===== config.mk =====
export PLATFORM = sky130hd
export DESIGN_NAME = dollar_escaped_string_unescaper_flat
export DESIGN_NICKNAME = d
export VERILOG_FILES = /design/src/hdl/desu_pkg.sv /design/src/hdl/desu_if.sv /design/src/hdl/dollar_escaped_string_unescaper.sv /design/src/flat_wrapper.sv
export SDC_FILE = /design/constraint.sdc
export NUM_CORES = 1
export LEC_CHECK = 0
export BUFFER_PORTS_ARGS = -buffer_cell sky130_fd_sc_hd__buf_4
export CORE_MARGIN = 8
export CORE_UTILIZATION = 40
export DETAILED_ROUTE_END_ITERATION = 8
export MAX_ROUTING_LAYER = met4
export SYNTH_ARGS = -nofsm -noshare
export SYNTH_HDL_FRONTEND = slang
export SYNTH_SLANG_ARGS = --single-unit

===== constraint.sdc =====
create_clock -name clk_i -period 13.5 [get_ports clk_i]
set_input_delay 0.675 -clock clk_i [delete_from_list [all_inputs] [get_ports clk_i]]
set_output_delay 0.675 -clock clk_i [all_outputs]
set_load 0.005 [all_outputs]

===== src/hdl/desu_pkg.sv =====
// Types, character codes and decode functions for the dollar-escape unescaper.
// No dependencies; used by the interfaces' users and the top level.
`timescale 1ns / 1ps
`default_nettype none

package desu_pkg;

  localparam int unsigned BYTE_W     = 8;
  localparam int unsigned CONSUMED_W = 16;
  localparam int unsigned MAX_RES    = 3;
  localparam int unsigned RES_IDX_W  = 2;

  localparam logic [BYTE_W-1:0] CH_DOLLAR = 8'h24;
  localparam logic [BYTE_W-1:0] CH_QUOTE  = 8'h27;
  localparam logic [BYTE_W-1:0] CH_LINE   = 8'h10;
  localparam logic [BYTE_W-1:0] CH_NL     = 8'h0A;
  localparam logic [BYTE_W-1:0] CH_FF     = 8'h0C;
  localparam logic [BYTE_W-1:0] CH_CR     = 8'h0D;
  localparam logic [BYTE_W-1:0] CH_TAB    = 8'h09;
  localparam logic [BYTE_W-1:0] CH_NUL    = 8'h00;

  localparam logic KIND_DATA = 1'b0;
  localparam logic KIND_DONE = 1'b1;
  localparam logic STAT_OK   = 1'b0;
  localparam logic STAT_OPEN = 1'b1;

  typedef enum logic [4:0] {
    PH_SEEK   = 5'b00001,
    PH_BODY   = 5'b00010,
    PH_DOLLAR = 5'b00100,
    PH_HEX1   = 5'b01000,
    PH_DONE   = 5'b10000
  } phase_e;

  typedef struct packed {
    logic                  kind;
    logic [BYTE_W-1:0]     data;
    logic                  status;
    logic [CONSUMED_W-1:0] consumed;
  } desu_res_t;

  function automatic logic is_hex(input logic [BYTE_W-1:0] c);
    is_hex = ((c >= 8'h30) && (c <= 8'h39)) ||
             ((c >= 8'h61) && (c <= 8'h66)) ||
             ((c >= 8'h41) && (c <= 8'h46));
  endfunction

  function automatic logic [3:0] hex_nibble(input logic [BYTE_W-1:0] c);
    logic [BYTE_W-1:0] v;
    v = 8'h00;
    if ((c >= 8'h30) && (c <= 8'h39)) begin
      v = c - 8'h30;
    end else if ((c >= 8'h61) && (c <= 8'h66)) begin
      v = c - 8'h57;
    end else if ((c >= 8'h41) && (c <= 8'h46)) begin
      v = c - 8'h37;
    end
    hex_nibble = v[3:0];
  endfunction

  function automatic logic [BYTE_W-1:0] escape_map(input logic [BYTE_W-1:0] c);
    case (c) inside
      CH_QUOTE:     escape_map = CH_QUOTE;
      CH_DOLLAR:    escape_map = CH_DOLLAR;
      8'h4C, 8'h6C: escape_map = CH_LINE;
      8'h4E, 8'h6E: escape_map = CH_NL;
      8'h50, 8'h70: escape_map = CH_FF;
      8'h52, 8'h72: escape_map = CH_CR;
      8'h54, 8'h74: escape_map = CH_TAB;
      default:      escape_map = CH_NUL;
    endcase
  endfunction

endpackage

`default_nettype wire


===== src/hdl/desu_if.sv =====
// Valid/ready channel interfaces for the unescaper: text bytes in, results out.
// Standalone; payload widths are fixed by the text and result formats.
`timescale 1ns / 1ps
`default_nettype none

interface desu_in_if;
  logic       valid;
  logic       ready;
  logic [7:0] in_byte;
  logic       last_byte;

  modport source (output valid, output in_byte, output last_byte, input ready);
  modport sink   (input valid, input in_byte, input last_byte, output ready);
endinterface

interface desu_out_if;
  logic        valid;
  logic        ready;
  logic        result_kind;
  logic [7:0]  out_byte;
  logic        status;
  logic [15:0] consumed;
  logic        run_end;

  modport source (output valid, output result_kind, output out_byte, output status,
                  output consumed, output run_end, input ready);
  modport sink   (input valid, input result_kind, input out_byte, input status,
                  input consumed, input run_end, output ready);
endinterface

`default_nettype wire


===== src/hdl/dollar_escaped_string_unescaper.sv =====
// Unescaper for quoted string literals with dollar escapes: top level.
// Depends on desu_pkg and the channel interfaces in desu_if.sv.
// Takes one text byte per cycle while the result group is free into an input
// register, decodes it with the escape state in one pass and loads its zero
// to three results into a result group register that drains one result per
// cycle while the receiver is ready. A byte that gives at most one result then
// flows at one per cycle; one that gives more holds the input side until its
// group drains, the result group register being the only result buffer. Input
// passes the input register, then the result group register. Bytes ahead of the
// opening quote and after the closing quote give no result until the byte
// marked last. The consumed count saturates at 2^COUNT_WIDTH-1, reported clipped to 16 bits.
`timescale 1ns / 1ps
`default_nettype none

module dollar_escaped_string_unescaper
  import desu_pkg::*;
#(
  parameter int unsigned COUNT_WIDTH = 16
) (
  input  wire logic       clk_i,
  input  wire logic       rst_ni,
  desu_in_if.sink         req_i,
  desu_out_if.source      res_o
);

  localparam int unsigned ExtW = (COUNT_WIDTH > CONSUMED_W) ? COUNT_WIDTH : CONSUMED_W;

  // Input register
  logic              in_valid_q, in_valid_d;
  logic [BYTE_W-1:0] in_byte_q;
  logic              in_last_q;
  logic              in_take;
  logic              proc;

  // Decode state
  phase_e                 phase_q, phase_d;
  logic [3:0]             held_q, held_d;
  logic [COUNT_WIDTH-1:0] cnt_q, cnt_d;

  // Result group register
  desu_res_t              grp_q [MAX_RES];
  logic [RES_IDX_W-1:0]   grp_n_q, grp_idx_q, grp_idx_d;
  logic                   grp_valid_q, grp_valid_d;
  logic                   out_take, drain_last, group_free;

  // Decode outputs
  desu_res_t              res_d [MAX_RES];
  logic [RES_IDX_W-1:0]   n_d;
  logic                   body_go;
  logic [COUNT_WIDTH-1:0] cnt_inc;
  logic [ExtW-1:0]        cnt_ext;
  logic [CONSUMED_W-1:0]  cons_sat;
  phase_e                 phase_n;

  assign out_take   = grp_valid_q && res_o.ready;
  assign drain_last = out_take && (grp_idx_q == grp_n_q - RES_IDX_W'(1));
  assign group_free = !grp_valid_q || drain_last;
  assign proc       = in_valid_q && group_free;
  assign req_i.ready = !in_valid_q || group_free;
  assign in_take    = req_i.valid && req_i.ready;

  assign in_valid_d = in_take ? 1'b1 : (proc ? 1'b0 : in_valid_q);

  always_ff @(posedge clk_i or negedge rst_ni) begin
    if (!rst_ni) begin
      in_valid_q <= 1'b0;
    end else begin
      in_valid_q <= in_valid_d;
    end
  end

  always_ff @(posedge clk_i) begin
    if (in_take) begin
      in_byte_q <= req_i.in_byte;
      in_last_q <= req_i.last_byte;
    end
  end

  // Saturating position count, already including the current byte
  assign cnt_inc  = (cnt_q == {COUNT_WIDTH{1'b1}}) ? cnt_q : cnt_q + COUNT_WIDTH'(1);
  assign cnt_ext  = ExtW'(cnt_inc);
  assign cons_sat = (cnt_ext > ExtW'({CONSUMED_W{1'b1}})) ? {CONSUMED_W{1'b1}}
                                                          : cnt_ext[CONSUMED_W-1:0];

  always_comb begin
    for (int i = 0; i < MAX_RES; i++) begin
      res_d[i] = '0;
    end
    n_d     = '0;
    body_go = 1'b0;
    phase_n = phase_q;
    held_d  = held_q;
    cnt_d   = cnt_inc;

    unique case (phase_q)
      PH_SEEK: begin
        if (in_byte_q == CH_QUOTE) phase_n = PH_BODY;
      end
      PH_BODY: begin
        body_go = 1'b1;
      end
      PH_DOLLAR: begin
        if (is_hex(in_byte_q)) begin
          held_d  = hex_nibble(in_byte_q);
          phase_n = PH_HEX1;
        end else begin
          res_d[n_d].kind = KIND_DATA;
          res_d[n_d].data = escape_map(in_byte_q);
          n_d     = n_d + RES_IDX_W'(1);
          phase_n = PH_BODY;
        end
      end
      PH_HEX1: begin
        res_d[n_d].kind = KIND_DATA;
        phase_n = PH_BODY;
        if (is_hex(in_byte_q)) begin
          res_d[n_d].data = {held_q, hex_nibble(in_byte_q)};
        end else begin
          // Lone hex digit: drop to zero and reprocess this byte as body text
          res_d[n_d].data = CH_NUL;
          body_go = 1'b1;
        end
        n_d = n_d + RES_IDX_W'(1);
      end
      PH_DONE: begin
        phase_n = PH_DONE;
      end
      default: begin
        phase_n = PH_DONE;
      end
    endcase

    if (body_go) begin
      if (in_byte_q == CH_DOLLAR) begin
        phase_n = PH_DOLLAR;
      end else if (in_byte_q == CH_QUOTE) begin
        res_d[n_d].kind     = KIND_DONE;
        res_d[n_d].status   = STAT_OK;
        res_d[n_d].consumed = cons_sat;
        n_d     = n_d + RES_IDX_W'(1);
        phase_n = PH_DONE;
      end else begin
        res_d[n_d].kind = KIND_DATA;
        res_d[n_d].data = in_byte_q;
        n_d = n_d + RES_IDX_W'(1);
      end
    end

    phase_d = phase_n;
    if (in_last_q) begin
      // Escape cut short by end of text
      if (phase_n == PH_DOLLAR || phase_n == PH_HEX1) begin
        res_d[n_d].kind = KIND_DATA;
        res_d[n_d].data = CH_NUL;
        n_d = n_d + RES_IDX_W'(1);
      end
      if (phase_n != PH_DONE) begin
        res_d[n_d].kind   = KIND_DONE;
        res_d[n_d].status = STAT_OPEN;
        n_d = n_d + RES_IDX_W'(1);
      end
      phase_d = PH_SEEK;
      held_d  = '0;
      cnt_d   = '0;
    end
  end

  always_ff @(posedge clk_i or negedge rst_ni) begin
    if (!rst_ni) begin
      phase_q <= PH_SEEK;
      held_q  <= '0;
      cnt_q   <= '0;
    end else if (proc) begin
      phase_q <= phase_d;
      held_q  <= held_d;
      cnt_q   <= cnt_d;
    end
  end

  // Result group: load on a decoded byte with results, advance on each handoff
  always_comb begin
    grp_valid_d = grp_valid_q;
    grp_idx_d   = grp_idx_q;
    if (out_take) grp_idx_d = grp_idx_q + RES_IDX_W'(1);
    if (drain_last) grp_valid_d = 1'b0;
    if (proc && (n_d != '0)) begin
      grp_valid_d = 1'b1;
      grp_idx_d   = '0;
    end
  end

  always_ff @(posedge clk_i or negedge rst_ni) begin
    if (!rst_ni) begin
      grp_valid_q <= 1'b0;
      grp_idx_q   <= '0;
      grp_n_q     <= '0;
    end else begin
      grp_valid_q <= grp_valid_d;
      grp_idx_q   <= grp_idx_d;
      if (proc && (n_d != '0)) grp_n_q <= n_d;
    end
  end

  always_ff @(posedge clk_i) begin
    if (proc && (n_d != '0)) begin
      for (int i = 0; i < MAX_RES; i++) begin
        grp_q[i] <= res_d[i];
      end
    end
  end

  assign res_o.valid       = grp_valid_q;
  assign res_o.result_kind = grp_q[grp_idx_q].kind;
  assign res_o.out_byte    = grp_q[grp_idx_q].data;
  assign res_o.status      = grp_q[grp_idx_q].status;
  assign res_o.consumed    = grp_q[grp_idx_q].consumed;
  assign res_o.run_end     = (grp_idx_q == grp_n_q - RES_IDX_W'(1));

`ifndef NO_ASSERTIONS
  a_idx_in_group: assert property (@(posedge clk_i) disable iff (!rst_ni)
    grp_valid_q |-> (grp_n_q != '0) && (grp_idx_q < grp_n_q))
    else $error("result index outside loaded group");

  a_done_is_last: assert property (@(posedge clk_i) disable iff (!rst_ni)
    (grp_valid_q && grp_q[grp_idx_q].kind == KIND_DONE) |-> res_o.run_end)
    else $error("completion is not the final result of its byte");

  a_drain_empties: assert property (@(posedge clk_i) disable iff (!rst_ni)
    (drain_last && !(proc && (n_d != '0))) |=> !grp_valid_q)
    else $error("group still valid after final result handed off");

  a_no_load_busy: assert property (@(posedge clk_i) disable iff (!rst_ni)
    proc |-> group_free)
    else $error("byte decoded while result group still held");

  a_phase_onehot: assert property (@(posedge clk_i) disable iff (!rst_ni)
    $onehot(phase_q))
    else $error("decode phase lost one-hot coding");
`endif

endmodule

`default_nettype wire


===== src/flat_wrapper.sv =====
// flat-port wrapper written by rule: the top's interface ports become plain ports
module dollar_escaped_string_unescaper_flat import desu_pkg::*;
#(
  parameter int unsigned COUNT_WIDTH = 16
)
  (clk_i, rst_ni, req_i_valid, req_i_in_byte, req_i_last_byte, req_i_ready, res_o_valid, res_o_result_kind, res_o_out_byte, res_o_status, res_o_consumed, res_o_run_end, res_o_ready);
  desu_in_if req_i_i ();
  desu_out_if res_o_i ();
  input  wire logic clk_i;
  input  wire logic rst_ni;
  input wire logic [$bits(req_i_i.valid)-1:0] req_i_valid;
  input wire logic [$bits(req_i_i.in_byte)-1:0] req_i_in_byte;
  input wire logic [$bits(req_i_i.last_byte)-1:0] req_i_last_byte;
  output wire logic [$bits(req_i_i.ready)-1:0] req_i_ready;
  output wire logic [$bits(res_o_i.valid)-1:0] res_o_valid;
  output wire logic [$bits(res_o_i.result_kind)-1:0] res_o_result_kind;
  output wire logic [$bits(res_o_i.out_byte)-1:0] res_o_out_byte;
  output wire logic [$bits(res_o_i.status)-1:0] res_o_status;
  output wire logic [$bits(res_o_i.consumed)-1:0] res_o_consumed;
  output wire logic [$bits(res_o_i.run_end)-1:0] res_o_run_end;
  input wire logic [$bits(res_o_i.ready)-1:0] res_o_ready;
  assign req_i_i.valid = req_i_valid;
  assign req_i_i.in_byte = req_i_in_byte;
  assign req_i_i.last_byte = req_i_last_byte;
  assign req_i_ready = req_i_i.ready;
  assign res_o_valid = res_o_i.valid;
  assign res_o_result_kind = res_o_i.result_kind;
  assign res_o_out_byte = res_o_i.out_byte;
  assign res_o_status = res_o_i.status;
  assign res_o_consumed = res_o_i.consumed;
  assign res_o_run_end = res_o_i.run_end;
  assign res_o_i.ready = res_o_ready;
  dollar_escaped_string_unescaper #(.COUNT_WIDTH(COUNT_WIDTH)) u_core (.clk_i(clk_i), .rst_ni(rst_ni), .req_i(req_i_i), .res_o(res_o_i));
endmodule

# Word level (Yosys, flattened, before mapping)
# Memories as Yosys holds them, arrays and structs flattened.
# Cells that the tools add are included.
[totals]
mem_count = 1
in_bits = 13
output_inout_bits = 29
mem_bits_rw = 78
register_bits = 40
[classes]
n_lt_le_gt_ge = 13
n_bitwise = 3
add_sub_neg = 9
eq_ne = 21
n_reduce_logical = 30
muxes = 76
[mem_list]
columns = ["memory", "words", "width", "rd", "rd_ports_with_merged_regs", "wr", "line_no", "source"]
rows = [
  ["u_core.grp_q", 3, 26, 1, 0, 3, "dollar_escaped_string_unescaper.sv:41", "desu_res_t grp_q [MAX_RES];"],
]
[ops]
columns = ["op", "n"]
rows = [
  ["78-bit bitwise mux", 9],
  ["78-bit two-way mux", 7],
  ["26-bit demux with 2-bit select", 8],
  ["8-bit by 7-bit == test with 1-bit output, second input constant", 10],
  ["26-bit two-way mux", 3],
  ["16-bit two-way mux", 4],
  ["8-bit two-way mux", 8],
  ["25-bit two-way mux", 2],
  ["17-bit two-way mux", 2],
  ["4-bit two-way mux", 8],
  ["5-bit two-way mux", 5],
  ["5-bit one-hot mux with 4 select lines", 1],
  ["16-bit by 1-bit adder with 16-bit output, second input constant", 1],
  ["16-bit == test, second input constant", 1],
  ["8-bit by 6-bit == test with 1-bit output, second input constant", 2],
  ["8-bit by 7-bit greater-or-equal comparator with 1-bit output, second input constant", 2],
  ["16-bit greater-than comparator, second input constant", 1],
  ["8-bit by 7-bit less-or-equal comparator with 1-bit output, second input constant", 2],
  ["2-bit two-way mux", 8],
  ["8-bit one-hot mux with 2 select lines", 1],
  ["2-bit nonzero test", 6],
  ["1-bit logical AND", 11],
  ["5-bit by 3-bit == test with 1-bit output, second input constant", 2],
  ["5-bit by 4-bit == test with 1-bit output, second input constant", 2],
  ["21 further kinds", 46],
]

# Logic depth before layout (Yosys ltp)
# Gate-level depths: netlist of run 1.
[logic_depth]
ltp_word = 25
mapped_depth = 22
depth_no_buf = 22

# Worst setup path before layout of run 1
# No wires, ideal clock.
[synth_path]
kind = "reg-to-reg"
startpoint = "register u_core.in_byte_q[0]"
endpoint = "memory u_core.grp_q[0][0] (netlist name), enable pin"
arrival_time_ns = 5.125
n_path_buf = 0
stages_incl_launch_ff = 23
path_slack_ns = 7.963
cell_sequence = "edfxtp_1 > inv_1 > ha_1 > or3b_2 > o2111ai_1 > o21ai_4 > nor2_1 > inv_1 > nand2_1 > ha_1 > inv_1 > o32ai_2 > o21ai_4 > inv_1 > ha_1 > nor2_1 > a21oi_1 > o22ai_4 > inv_1 > ha_1 > o32ai_1 > a32oi_4 > or2b_1"
[synth_rtl]
columns = ["item", "line_no", "source"]
rows = [
  ["start: declaration", "dollar_escaped_string_unescaper.sv:30", "logic [BYTE_W-1:0] in_byte_q;"],
  ["start signal: assignment", "dollar_escaped_string_unescaper.sv:74", "in_byte_q <= req_i.in_byte;"],
  ["end: declaration", "dollar_escaped_string_unescaper.sv:41", ""],
]

==> impl_results.md, run 1 <==
- Outcome: finished, final reports clean
- DRT Wirelength: around 12 mm
- Synthesis Warnings: 0
- DR DRC count: 0
- Setup repair after global routing missed its margin: no
- Fillers: about 1200
- Routed WL per cell: about 17 um
- Syn-to-layout area delta: 14.6%
- Hold-fix buffers, CTS: 0
- Static leakage: ~2.2 nW
- Arrival time of data at the critical path endpoint: between 5 and 6 ns
- Final-layout setup total negative slack: 0 ns
- Htree depth: 3
- Area of the core: 12600 um^2
- Die Area: between 15000 and 20000 um^2
- Endpoint required time on the critical path: ~13 ns
- Synthesized area per cell: 10.3 um^2
- Hold Vio Cnt, Final: 0
- Largest fanout on the critical path: 53
- Storage cell area: around 2600 um^2
- Maximum clock insertion buffer count: 2
- Type of the most critical hold path: input pin to async pin
- All-Layer GR Usage: about 15%
- Number of flops mapped to enable cells by yosys: between 60 and 70
- Count of buffers from port buffering: 41
- Design area: around 5900 um^2
- Standard-cell rows: 41
- Sequential cell area fraction in the yosys report: between 50% and 60%
- Number of cells produced by synthesis: between 400 and 500
- Latest clock arrival within the worst-skew pair: between 0.3 and 0.4 ns
- Power per cell area: ~170 nW/um^2
- Measured slew at the worst slew-check pin: 1.14 ns
- Antenna violations before repair: 0
- Number of register bits inferred by synthesis: just over 90
- CTS tree: built
- Number of nets at the end of the flow: 546
- DR vias/cell: between 5 and 6
- Number of DRC violations after detailed-routing iteration 0: approximately 370
- ANT cells: 0
- Gpl congestion: 0.906
- Sum of net half-perimeters after detailed placement: 8.29 mm
- Most used DFF post-synth: edfxtp_1
- Most prevalent standard cell on the critical path: inv_1
- Category of the most critical setup path: register to register
- Area occupied by multi-input gates: 2300 um^2
- Crit. End Element: register
- Worst-path cell with the longest stage delay: or2b_2
- Biggest area contributors in the synthesized netlist: edfxtp_1 36%, dfrtp_1 15%, mux2i_1 5.7%
- Maximum resistive drop on vdd: 0.0000558 V
- Distinct cell type count after synthesis: between 60 and 70
- Count of cells resized by post-cts repair: 0
- Number of clock buffers inserted by TritonCTS: 9
- Total buffers and inverters traversed by the critical path: 5
- Proportion of layout cells with a drive suffix above 1: 14.4%
- Router iterations before antenna repair: 5
- Die height: ~130 um
- Post-route fraction of the period consumed by the critical path: ~44%
- Top cell type by total area after synthesis: edfxtp_1
- Cells along the critical path: inv_1 > ha_1 > or3b_2 > o2111ai_1 > o21ai_4 > nor2_1 > inv_1 > nand2_1 > ha_1 > inv_1 > o32ai_2 > o21ai_4 > inv_1 > ha_1 > nor2_1 > a21oi_1 > o22ai_4 > inv_1 > ha_1 > o32ai_1 > a32oi_4 > or2b_2
- Instance area at placement: 5560 um^2
- Sum of overflow across all layers after global routing: 0
- Post-Syn Nets: 517
- Max Fclk: 167 MHz
- Maximum single-stage delay on the critical path: 0.99 ns
- Final clock skew: roughly 0.0086 ns
- Proportion of register bits with asynchronous set or reset after synthesis: roughly a third
- Count of pins over their slew limit: 0
- Synthesized area: between 5000 and 6000 um^2
- Remaining antenna violation count after routing: 0
- Period minus WS final: between 5 and 6 ns
- Finish-stage setup viols: 0
- Count of clock tree sinks: between 90 and 100
- Critical path's top delay family: simple AND/OR/NAND/NOR gates
- Starting density of the core: around 41%
- Number of vias in the routed layout: between 3000 and 4000
- Launching element type of the critical path: register
- Maximum number of pins on one net before global-route repair: 54
- Number of setup buffers added after CTS: 0
- Headroom to the max-slew limit: between 20% and 30%
- IO Count: 42
- Die W: between 100 and 150 um
- Reg2reg path depth: 22
- Vias in the first global route: 3484
- CTS Root Cell: clkbuf_16
- Crit path depth: 22
- Synth top area share: between 30 and 40%
- Wire length of the first global-routing pass: approximately 19 mm
- Clock edge transition at the registers on the reported setup and hold paths: roughly 0.07 ns
- Max-capacitance violation count: 0
area by class of cell:
type / count / area share, %
sequential: 93 / 45.0
multi-input combinational: 359 / 39.3
inverter: 16 / 1.02
tap: 172 / 3.67
clock inverter: 7 / 1.35
clock buffer: 9 / 3.84
timing repair buffer: 45 / 5.76
cell usage after synthesis, types with 6 or more instances:
master,n
nor2b_1,10
mux2i_1,29
clkbuf_1,15
a21oi_1,10
inv_1,16
a22oi_1,6
xnor2_1,11
xor2_1,10
and3_1,8
nand3_1,14
nand2b_1,8
edfxtp_1,62
and2_1,9
o31ai_1,7
o21ai_0,31
buf_2,6
dfrtp_1,30
nor3_1,10
ha_1,9
nor2_1,76
nand2_1,40
metrics by stage:
step	hold WS (ns)	setup WS (ns)	cells	power, mW	util (%)
final	0.274	7.52	701	1.01	46.6
after floorplan	0.379	7.96	495	0.621	-
after global routing	0.307	7.04	701	1.07	46.6
after global placement	0.504	7.75	685	0.758	44.2
after CTS	0.291	7.54	701	1.02	46.6
after detailed placement	0.505	7.55	685	0.764	44.2
state kept, by name, summed over array words and instances (netlist names):
signal / cells
u_core.phase_q: 5
u_core.in_last_q: 1
u_core.grp_n_q: 2
u_core.cnt_q: 16
u_core.grp_idx_q: 2
u_core.res_o.valid: 1
u_core.in_valid_q: 1
u_core.held_q: 4
u_core.grp_q: 53
u_core.in_byte_q: 8
cell usage in the layout, fill, tap and decap left out, types with 7 or more instances in the layout:
| cell type | netlist | layout |
|---|---|---|
| o31ai_1 | 7 | 7 |
| and3_1 | 8 | 8 |
| xor2_1 | 10 | 10 |
| edfxtp_1 | 62 | 62 |
| and2_1 | 9 | 9 |
| o21ai_0 | 31 | 31 |
| nand2_1 | 40 | 40 |
| a21oi_1 | 10 | 10 |
| inv_1 | 16 | 16 |
| mux2i_1 | 29 | 29 |
| nand3_1 | 14 | 14 |
| xnor2_1 | 11 | 11 |
| nand2b_1 | 8 | 8 |
| buf_4 | 1 | 45 |
| clkbuf_16 | 0 | 9 |
| nor2b_1 | 10 | 10 |
| nor2_1 | 76 | 76 |
| nor3_1 | 10 | 10 |
| dfrtp_1 | 30 | 30 |
| ha_1 | 9 | 9 |
logic make-up after synthesis:
family	count (synthesis)	share of synthesized area, %
simple gates	202	19.0
compound gates	97	14.3
flops	93	51.6
buf+inv	43	3.40
mux	30	5.94
xor+xnor	21	3.59
fa+ha+maj	9	2.20
metal layers:
layer	wire [um]	track usage (%)	share of wire [%]	vias up
met4	170	5.04	1.5	0
met3	670	3.66	5.8	15
li1	-	-	-	1838
met5	0	-	0	-
met2	4950	20.2	43	97
met1	5860	20.9	50	1806
report_power, final:
part | internal, mW | switching [mW] | leakage (nW) | total [mW]
clock network | 0.146 | 0.114 | 0.146 | 0.260
logic | 0.144 | 0.178 | 1.06 | 0.322
registers | 0.378 | 0.0533 | 1.00 | 0.432
total | 0.669 | 0.345 | 2.21 | 1.01
final timing paths:
kind,from,to,slack [ns]
worst max-delay path,u_core.in_byte_q[1],u_core.grp_q[0][13],7.52
worst min-delay path,rst_ni,u_core.cnt_q[10],0.27
worst max register to register,u_core.in_byte_q[1],u_core.grp_q[0][13],7.52
worst min register to register,u_core.grp_n_q[0],u_core.grp_n_q[0],0.52
max in group asynchronous,rst_ni,u_core.phase_q[0],12.88
min in group clk_i,req_i_in_byte[3],u_core.in_byte_q[3],0.50
Power figures use the tool's default switching activity.
==> inputs of run 2 (changes only) <==
==> constraint.sdc (replaced) <==
create_clock -name clk_i -period 5.25 [get_ports clk_i]
set_input_delay 0.2625 -clock clk_i [delete_from_list [all_inputs] [get_ports clk_i]]
set_output_delay 0.2625 -clock clk_i [all_outputs]
set_load 0.005 [all_outputs]
==> impl_results.md, run 2 (same netlist as run 1, synthesis figures left out) <==
- Outcome: finished, final reports clean
- Hold Vio Cnt, Final: 0
- Maximum resistive drop on vdd: approximately 0.00018 V
- Endpoint required time on the critical path: ~5.3 ns
- Antenna violations before repair: 0
- Proportion of layout cells with a drive suffix above 1: about 15%
- Number of setup buffers added after CTS: 0
- Count of pins over their slew limit: 0
- Standard-cell rows: ~40
- Period minus WS final: just under 5 ns
- Max Fclk: around 200 MHz
- Category of the most critical setup path: register to register
- Placed instance count: 691
- DRT Wirelength: about 11 mm
- Starting density of the core: between 40% and 50%
- Biggest regs: u_core.grp_q x53, u_core.cnt_q x16, u_core.in_byte_q x8
- CTS tree: built
- Area of the core: 12600 um^2
- Type of the most critical hold path: input pin to register
- Post-route fraction of the period consumed by the critical path: 93.8%
- Biggest register: u_core.grp_q
- Non-Filler Instances: just over 700
- Maximum number of pins on one net before global-route repair: 33
- ANT cells: 0
- Launching element type of the critical path: register
- Count of buffers from port buffering: 41
- Final-layout setup total negative slack: 0 ns
- Finish-stage setup viols: 0
- Critical path launch point: u_core.in_byte_q[0]
- Headroom to the max-slew limit: around 51%
- Sum of overflow across all layers after global routing: 0
- End of the worst register-to-register path: u_core.grp_q[0][19]
- Remaining antenna violation count after routing: 0
- Number of vias in the routed layout: approximately 3800
- Most common cell after layout, fill and taps aside: nor2_1
- Syn-to-layout area delta: 15.7%
- Gpl congestion: between 0.9 and 1
- Flop-to-flop setup slack: around 0.33 ns
- IO Count: between 40 and 50
- Clock edge transition at the registers on the reported setup and hold paths: ~0.070 ns
- Routed WL per cell: 16.2 um
- Final clock skew: 0.00987 ns
- Number of clock buffers inserted by TritonCTS: 9
- Maximum clock insertion buffer count: 2
- Die Area: around 17000 um^2
- DR DRC count: 0
- Latest clock arrival within the worst-skew pair: ~0.35 ns
- Static leakage: around 2.2 nW
- Crit. End Element: register
- Wire length of the first global-routing pass: 18.8 mm
- Sum of net half-perimeters after detailed placement: slightly above 8 mm
- Power per cell area: about 440 nW/um^2
- Die W: ~130 um
- Router iterations before antenna repair: 5
- Die height: roughly 130 um
- Count of clock tree sinks: 93
- Max-capacitance violation count: 0
- Htree depth: 3
- Vias in the first global route: around 3500
- Reg2reg path depth: 23
- All-Layer GR Usage: 14.9%
- Arrival time of data at the critical path endpoint: around 5 ns
- Highest-count cells in the layout ignoring fill and taps: 76 x nor2_1, 62 x edfxtp_1, 50 x buf_4
- Start of the worst register-to-register path: u_core.in_byte_q[0]
- Number of DRC violations after detailed-routing iteration 0: 388
- DR vias/cell: roughly 5.4
- Number of nets at the end of the flow: ~550
- Setup repair after global routing missed its margin: no
- Largest fanout on the critical path: 21
- Capturing element of the worst setup path: u_core.grp_q[0][19]
- Measured slew at the worst slew-check pin: 0.729 ns
- CTS Root Cell: clkbuf_16
- Largest register FFs: 53
## run 2: repair_timing
item | CTS | global route
hold buffers | 1 | 0
gates resized for setup | 0 | 1
hold endpoints to repair | 30 | 0
setup endpoints to repair | 0 | 32
## run 2: routing by layer
metal | part of all wire (%) | wire length, um | vias to the layer above | track usage (%)
met1 | 50 | 5690 | 1819 | 20.8
met5 | 0 | 0 | - | -
met2 | 44 | 5020 | 109 | 21.1
met3 | 5.0 | 578 | 11 | 2.88
met4 | 1.5 | 174 | 0 | 5.18
li1 | - | - | 1853 | -
## run 2: worst min path at each step
stage / startpoint / end / slack, ns / cells after the start
detailed placement: rst_ni / u_core.cnt_q[11] / 0.24 / 1
finish: req_i_in_byte[7] / u_core.in_byte_q[7] / 0.08 / 1
CTS: req_i_in_byte[2] / u_core.in_byte_q[2] / 0.08 / 1
global placement: rst_ni / u_core.cnt_q[11] / 0.23 / 1
floorplan: rst_ni / u_core.cnt_q[0] / -0.03 / 0
global route: req_i_in_byte[6] / u_core.in_byte_q[6] / 0.07 / 1
## run 2: power by group
| group | total [mW] | internal, mW | switching [mW] |
|---|---|---|---|
| clock | 0.653 | 0.339 | 0.314 |
| sequential | 1.07 | 0.968 | 0.103 |
| combinational | 0.876 | 0.388 | 0.488 |
## run 2: critical path, stage by stage, from the launching register on
cell and delay (ns):
edfxtp_1 0.51, inv_1 0.22, ha_1 0.22, or3b_2 0.46
o2111ai_1 0.16, o21ai_4 0.13, nor2_1 0.17, inv_1 0.08
nand2_1 0.07, ha_1 0.26, inv_1 0.08, o32ai_2 0.10
o21ai_4 0.16, inv_1 0.06, ha_1 0.34, nor2_1 0.12
a21oi_1 0.09, o22ai_4 0.21, inv_1 0.07, ha_1 0.27
o32ai_1 0.09, a32oi_4 0.23, or2b_2 0.34, buf_4 0.22
## run 2: cell type report
cell class              instances  area, um^2
multi-input cells             359        2300
well taps                     172         215
repair buffers                 52         397
fillers                      1157        6650
clock buffers                   9         225
inverters                      16        60.1
flip-flops and latches         93        2640
clock inverters                 7        76.3
## run 2: through the flow
| stage | hold slack, ns | utilization [%] | cell area (um^2) | worst slack (ns) | power [mW] |
|---|---|---|---|---|---|
| 2_1_floorplan | -0.0331 | - | 5120 | 0.229 | 1.59 |
| 3_3_place_gp | 0.234 | 44.6 | 5600 | 0.400 | 1.97 |
| 3_5_place_dp | 0.240 | 44.6 | 5600 | 0.297 | 1.98 |
| 4_1_cts | 0.0777 | 47.0 | 5910 | 0.287 | 2.63 |
| 5_1_grt | 0.0739 | 47.1 | 5920 | 0.0208 | 2.77 |
| 6_report | 0.0843 | 47.1 | 5920 | 0.327 | 2.60 |
